`src/hdl/hnm_pkg.sv`:
```
// Package for the height map to normal map block.
// Holds shared types, codes and constants; no dependencies.
`timescale 1ns / 1ps
`default_nettype none
package hnm_pkg;

    // Input kinds carried on tuser
    localparam logic OP_WRITE = 1'b0;
    localparam logic OP_QUERY = 1'b1;

    // Configuration register indexes
    localparam logic [1:0] REG_IMAGE_WIDTH   = 2'd0;
    localparam logic [1:0] REG_IMAGE_HEIGHT  = 2'd1;
    localparam logic [1:0] REG_BUMP_STRENGTH = 2'd2;

    // z component of the unnormalized vector and its square
    localparam logic signed [24:0] UNIT_K    = 25'sd65280;
    localparam logic [47:0]        UNIT_K_SQ = 48'd4261478400;

    localparam int SQRT_STEPS = 32;
    localparam int DIV_STEPS  = 9;

    typedef enum logic [3:0] {
        ST_IDLE,
        ST_RD_L,
        ST_RD_R,
        ST_RD_D,
        ST_RD_U,
        ST_MUL_A,
        ST_MUL_B,
        ST_SQ_A,
        ST_SQ_B,
        ST_SUM,
        ST_SQRT,
        ST_DIV_LOAD,
        ST_DIV_STEP,
        ST_LOAD
    } state_t;

    typedef enum logic [1:0] {
        NB_LEFT,
        NB_RIGHT,
        NB_DOWN,
        NB_UP
    } nbr_t;

    typedef enum logic [1:0] {
        MS_DX,
        MS_DY,
        MS_SQ_A,
        MS_SQ_B
    } mul_sel_t;

    typedef enum logic [1:0] {
        CMP_X,
        CMP_Y,
        CMP_Z
    } comp_t;

    typedef struct packed {
        logic     accept;
        logic     rd_en;
        nbr_t     rd_sel;
        logic     mul_en;
        mul_sel_t mul_sel;
        logic     sum;
        logic     sqrt_step;
        logic     div_load;
        logic     div_step;
        logic     div_last;
        comp_t    comp;
        logic     out_load;
    } cmd_t;

    typedef struct packed {
        logic in_query;
        logic in_inside;
        logic out_free;
    } status_t;

endpackage
`default_nettype wire

```
`src/hdl/hnm_ctrl.sv`:
```
// Controller state machine for the height map to normal map block.
// Depends on hnm_pkg; drives the datapath through hnm_pkg::cmd_t.
`timescale 1ns / 1ps
`default_nettype none
module hnm_ctrl (
    input  wire logic             aclk,
    input  wire logic             aresetn,
    input  wire logic             s_tvalid,
    output logic                  s_tready,
    input  wire hnm_pkg::status_t status,
    output hnm_pkg::cmd_t         cmd
);

    hnm_pkg::state_t state_reg, state_next;
    logic [4:0]      cnt_reg, cnt_next;
    hnm_pkg::comp_t  comp_reg, comp_next;

    // State and step counters
    always_ff @(posedge aclk) begin
        if (!aresetn) begin
            state_reg <= hnm_pkg::ST_IDLE;
            cnt_reg   <= '0;
            comp_reg  <= hnm_pkg::CMP_X;
        end else begin
            state_reg <= state_next;
            cnt_reg   <= cnt_next;
            comp_reg  <= comp_next;
        end
    end

    // Next state and commands
    always_comb begin
        state_next = state_reg;
        cnt_next   = cnt_reg;
        comp_next  = comp_reg;
        s_tready   = 1'b0;
        cmd        = '0;
        cmd.comp   = comp_reg;
        case (state_reg)
            hnm_pkg::ST_IDLE: begin
                s_tready = 1'b1;
                if (s_tvalid) begin
                    cmd.accept = 1'b1;
                    if (status.in_query) begin
                        state_next = status.in_inside ? hnm_pkg::ST_RD_L : hnm_pkg::ST_LOAD;
                    end
                end
            end
            hnm_pkg::ST_RD_L: begin
                cmd.rd_en  = 1'b1;
                cmd.rd_sel = hnm_pkg::NB_LEFT;
                state_next = hnm_pkg::ST_RD_R;
            end
            hnm_pkg::ST_RD_R: begin
                cmd.rd_en  = 1'b1;
                cmd.rd_sel = hnm_pkg::NB_RIGHT;
                state_next = hnm_pkg::ST_RD_D;
            end
            hnm_pkg::ST_RD_D: begin
                cmd.rd_en  = 1'b1;
                cmd.rd_sel = hnm_pkg::NB_DOWN;
                state_next = hnm_pkg::ST_RD_U;
            end
            hnm_pkg::ST_RD_U: begin
                cmd.rd_en  = 1'b1;
                cmd.rd_sel = hnm_pkg::NB_UP;
                state_next = hnm_pkg::ST_MUL_A;
            end
            hnm_pkg::ST_MUL_A: begin
                cmd.mul_en  = 1'b1;
                cmd.mul_sel = hnm_pkg::MS_DX;
                state_next  = hnm_pkg::ST_MUL_B;
            end
            hnm_pkg::ST_MUL_B: begin
                cmd.mul_en  = 1'b1;
                cmd.mul_sel = hnm_pkg::MS_DY;
                state_next  = hnm_pkg::ST_SQ_A;
            end
            hnm_pkg::ST_SQ_A: begin
                cmd.mul_en  = 1'b1;
                cmd.mul_sel = hnm_pkg::MS_SQ_A;
                state_next  = hnm_pkg::ST_SQ_B;
            end
            hnm_pkg::ST_SQ_B: begin
                cmd.mul_en  = 1'b1;
                cmd.mul_sel = hnm_pkg::MS_SQ_B;
                state_next  = hnm_pkg::ST_SUM;
            end
            hnm_pkg::ST_SUM: begin
                cmd.sum    = 1'b1;
                cnt_next   = '0;
                state_next = hnm_pkg::ST_SQRT;
            end
            hnm_pkg::ST_SQRT: begin
                cmd.sqrt_step = 1'b1;
                if (cnt_reg == 5'(hnm_pkg::SQRT_STEPS - 1)) begin
                    comp_next  = hnm_pkg::CMP_X;
                    state_next = hnm_pkg::ST_DIV_LOAD;
                end else begin
                    cnt_next = cnt_reg + 5'd1;
                end
            end
            hnm_pkg::ST_DIV_LOAD: begin
                cmd.div_load = 1'b1;
                cnt_next     = '0;
                state_next   = hnm_pkg::ST_DIV_STEP;
            end
            hnm_pkg::ST_DIV_STEP: begin
                cmd.div_step = 1'b1;
                if (cnt_reg == 5'(hnm_pkg::DIV_STEPS - 1)) begin
                    cmd.div_last = 1'b1;
                    case (comp_reg)
                        hnm_pkg::CMP_X: begin
                            comp_next  = hnm_pkg::CMP_Y;
                            state_next = hnm_pkg::ST_DIV_LOAD;
                        end
                        hnm_pkg::CMP_Y: begin
                            comp_next  = hnm_pkg::CMP_Z;
                            state_next = hnm_pkg::ST_DIV_LOAD;
                        end
                        default: begin
                            state_next = hnm_pkg::ST_LOAD;
                        end
                    endcase
                end else begin
                    cnt_next = cnt_reg + 5'd1;
                end
            end
            hnm_pkg::ST_LOAD: begin
                if (status.out_free) begin
                    cmd.out_load = 1'b1;
                    state_next   = hnm_pkg::ST_IDLE;
                end
            end
            default: begin
                state_next = hnm_pkg::ST_IDLE;
            end
        endcase
    end

endmodule
`default_nettype wire

```
`config.mk`:
```
export PLATFORM = sky130hd
export DESIGN_NAME = hnm_ctrl
export DESIGN_NICKNAME = d
export VERILOG_FILES = /design/src/hdl/hnm_pkg.sv /design/src/hdl/hnm_ctrl.sv
export SDC_FILE = /design/constraint.sdc
export NUM_CORES = 1
export LEC_CHECK = 0
export BUFFER_PORTS_ARGS = -buffer_cell sky130_fd_sc_hd__buf_4
export CAP_MARGIN = 30
export CORE_UTILIZATION = 51
export DETAILED_ROUTE_END_ITERATION = 7
export GPL_TIMING_DRIVEN = 0
export PLACE_DENSITY = 0.78
export SLEW_MARGIN = 20
export SYNTH_ARGS = -nofsm -noshare
export SYNTH_HDL_FRONTEND = slang
export SYNTH_SLANG_ARGS = --single-unit
export TNS_END_PERCENT = 50
```
`constraint.sdc`:
```
create_clock -name aclk -period 2.5 [get_ports aclk]
set_input_delay 0.125 -clock aclk [delete_from_list [all_inputs] [get_ports aclk]]
set_output_delay 0.125 -clock aclk [all_outputs]
set_load 0.005 [all_outputs]
```
### After elaboration in Yosys (flattened, before gate mapping)

Cells that the tools add are included.

* multiplexer cells: 27
* add/subtract/negate cells: 1
* reductions and logical operators: 9
* equality and inequality tests: 24

Operators with widths (number)
* $pmux 4 s14: 1
* $eq 4x4->1 const B: 6
* $mux 4: 6
* $pmux 3 s4: 2
* $eq 4x3->1 const B: 4
* $pmux 5 s3: 1
* $ne 2x2->1 const B: 7
* $mux 5: 2
* $mux 1: 9
* $eq 4x2->1 const B: 2
* $pmux 2 s2: 2
* $mux 2: 3
* $add 5x1->5 const B: 1
* $eq 5x4->1 const B: 1
* $eq 5x5->1 const B: 1
* $reduce_and 5->1: 1
* $eq 4x1->1 const B: 1
* $logic_not 4->1: 1
* $reduce_and 4->1: 1
* $reduce_or 2->1: 2
* $mux 3: 1
* $ne 3x3->1 const B: 1
* $reduce_and 3->1: 1
* $reduce_bool 3->1: 1
* other kinds (3): 3

* bits in registers: 11
* word-level logic and storage cells: 64
* input bits: 6
* output and inout bits: 16

### Logic depth before layout (Yosys ltp)

* depth after elaboration: 5
* depth in mapped cells: 8
* depth with buffers taken out: 8

### Least setup slack after synthesis

Ideal clock, no wire load.

* path type: reg2reg
* start: register cnt_reg[0]
* end: register cnt_reg[1]
* required time: 2430 ps
* slack: 635 ps
* stages on the path, launching flop included: 9
* buffers on the path: 0
* library setup time: 70 ps
* data arrival time: 1796 ps
* cells stage by stage: dfxtp_1 -> ha_1 -> and3_1 -> ha_1 -> nand2b_1 -> a21oi_1 -> o21ai_2 -> or3b_1 -> a21oi_1

* cells in the longest elaborated chain, start to end: 3
* elaborated cells between the ends (all ways): 9
* those cells by class: add/sub: 1; eq/ne: 4; mux: 3; reduce/logical: 1

RTL lines
* start: declaration: RTL line hnm_ctrl.sv:15 `logic [4:0] cnt_reg, cnt_next;`
* start signal: assignment: RTL line hnm_ctrl.sv:26 `cnt_reg <= cnt_next;`
* $add 5x1->5 (tied with other cells): RTL line hnm_ctrl.sv:100, hnm_ctrl.sv:126
* $mux 5 (tied with other cells): RTL line hnm_ctrl.sv:110 `if (cnt_reg == 5'(hnm_pkg::DIV_STEPS - 1)) begin`
* $pmux 5 s3 or $reduce_and 3->1 (tied branches)

Several ways; a longest one is shown, not always the timed one. The select of a mux whose other input is x is not followed.
A chain may end at the register's enable or synchronous reset.

### Worst setup path after layout

* start: register cnt_reg[1]
* end: register cnt_reg[4]

Same word-level chain as after synthesis.

==> impl_metrics.yaml <==
power:
  p_leak_nw: 0.452
  combPwrFrac: 0.656
  p_sw_frac: 0.446
  power_density_nw_per_um2: 968
  p_int_w: 0.000581
  switching_power_w: 0.000468
  p_seq_frac: 0.223
  clkPwrFrac: 0.120
  peakVddDrop_mv: 0.631
global_routing:
  track_usage: 0.267
  grt_max_degree: 11
  grt_pass1_vias: 860
  grt_first_pass_wirelength_um: 3770
  overflow: 0
  grt_antenna_before_repair: 0
floorplan:
  dieArea_um2: 1890
  start_util: 0.564
  die_h_um: 43.5
  core_um2: 1560
  placementRows: 14
  dieWidth_um: 43.5
  ios: 22
setup_path:
  criticalPathCategory: "flip-flop to flip-flop"
  critPathCaptureType: "flip-flop"
  crit_fanout: 7
  crit_required_ns: 2.71
  arrival_ns: 2.30
  cp-start-kind: "flip-flop"
finish:
  n_fill_cell: 149
  multi_input_area_um2: 591
  largest_reg_flops: 5
  area_delta_synth_final_pct: 23.2
  seqCellArea_um2: 220
  diodes: 0
  drive_gt1_frac: 0.248
  fin_nets: 155
sta:
  clock_skew_ns: 0.00405
  setup_viol: 0
  slew-limit-headroom: 0.710
  slew_violations: 0
  fmax_mhz: 479
  holdWs_ns: 0.115
  fin_tns_setup_ns: 0
  rsz0062_at_grt: "false"
  finalCritPeriodShare: 0.836
  worst_slew_pin_slew_ns: 0.434
  finalHoldViolations: 0
  period_needed_ns: 2.09
clock_network:
  clock-sinks: 11
  clk_latency_ns: 0.27
  cts_buffers: 3
  clk_pin_slew_ns: 0.08
  cts-htree-levels: 1
  cts_tree: "done"
  clockBufferDepth: 2
  clockRootBuffer: "clkbuf_4"
  postCtsHoldBufs: 0
  cts_setup_buffers: 0
  cts-resized-gates: 0
min_path:
  min_path_type: "input port to flip-flop"
logic_synthesis:
  yosysMostFrequentCell: "nor2_1"
  yosys.area.top_type_share: 0.250
  synth-seq-cells: 11
  synth_ff_type: "dfxtp_1"
  synthCells: 120
  ys_types: 38
  synth_area_um2: 880
  synth_area_leaders: "dfxtp_1 (25%), a21oi_1 (8.0%), nor2_1 (7.3%)"
  async_flop_share: 0
  synth_seq_area_share: 0.250
  synth_edf_count: 0
  syn-num-nets: 129
  yosysWarnings: 0
  avgSynthCellArea_um2: 7.33
  ys_top_cells_by_count: "nor2_1 (17), a21oi_1 (14), nand2_1 (13)"
  synth_largest_area_cell: "dfxtp_1"
drt:
  viasPerCell: 6.05
  dr_total_vias: 974
  drtIter0Drc: 48
  dr.pass1.iters: 6
  wire_per_inst_um: 14.6
  routed_wl_um: 2350
  antenna_left: 0
  drc: 4
placed_design:
  portBuffers: 21
  dp_hpwl_um: 1690
  place_congestion: 0.813
flow_run:
  cap_violations: 0
outcome:
  status: "complete, but fails checks"
  violations: "design-rule violations"
==> cell type report <==
class                           count  share of cell area
Buffer                              7              0.0393
Timing Repair Buffer               21               0.145
Tap cell                           16              0.0185
Inverter                            7              0.0242
Multi-Input combinational cell     95               0.545
Sequential cell                    11               0.203
Clock buffer                        4              0.0242
==> worst max-delay path, stage by stage (launching register included) <==
cell and delay, ns:
dfxtp_1 0.35, ha_1 0.22, and3_1 0.19, ha_1 0.26, nand2b_1 0.17, a21oi_1 0.17, o21ai_2 0.14, or3b_1 0.37
a21oi_1 0.15
==> worst paths after layout <==
| path | start | cells past startpoint | slack, ns | end |
|---|---|---|---|---|
| setup / recovery | cnt_reg[1] | 8 | 0.41 | cnt_reg[4] |
| hold reg to reg | cnt_reg[4] | 2 | 0.51 | cnt_reg[4] |
| hold / removal | aresetn | 3 | 0.11 | comp_reg[1] |
| setup reg to reg | cnt_reg[1] | 8 | 0.41 | cnt_reg[4] |
==> cell families (layout without fill, tap and decap cells) <==
logic type | Yosys count | in the layout | share of synthesized area
multiplexers | 1 | 1 | 0.0114
AO/OA/AOI/OAI | 35 | 35 | 0.242
adder cells (fa/ha/maj) | 3 | 3 | 0.0427
flip-flops | 11 | 11 | 0.250
buffers and inverters | 14 | 39 | 0.0782
AND/OR/NAND/NOR | 56 | 56 | 0.376
==> per-layer routing <==
metal | part of all wire | track usage | up-vias
li1 | - | - | 477
met1 | 0.44 | 0.347 | 440
met2 | 0.47 | 0.439 | 49
met3 | 0.069 | 0.0708 | 8
met4 | 0.017 | 0.0688 | 0
met5 | 0 | 0 | -
==> layout by cell type, fill, tap and decap left out, types with 2 or more instances in the layout <==
master     netlist  final
nand2_1         13     13
o21ai_0          8      8
nand2b_1         3      3
or3b_1           2      2
a31oi_1          3      3
clkbuf_1         4      5
o21ai_1          2      2
nor2_1          17     17
ha_1             3      3
buf_4            0     21
clkbuf_4         0      3
inv_1            6      6
nand4bb_1        2      2
nor3_1           5      5
a211oi_2         2      2
dfxtp_1         11     11
a21oi_1         14     14
buf_6            2      2
nand3_1          2      2
==> power groups by stage <==
stage | Sequential, W | Combinational, W | Clock [W]
floorplan | 0.000233 | 0.000460 | 0
global placement | 0.000236 | 0.000662 | 0
detailed placement | 0.000238 | 0.000672 | 0
CTS | 0.000234 | 0.000682 | 0.000129
global route | 0.000240 | 0.000743 | 0.000136
finish | 0.000234 | 0.000689 | 0.000126
==> stage by stage <==
step / setup slack [ns] / instances / area (µm²) / total power [W] / utilization
after floorplan: 0.635 / 120 / 880 / 0.000694 / -
after global placement: 0.505 / 157 / 1060 / 0.000898 / 0.678
after detailed placement: 0.456 / 157 / 1060 / 0.000910 / 0.678
after CTS: 0.434 / 161 / 1080 / 0.00104 / 0.695
after global routing: 0.283 / 161 / 1080 / 0.00112 / 0.695
final: 0.410 / 161 / 1080 / 0.00105 / 0.695
Power figures use the tool's default switching activity.
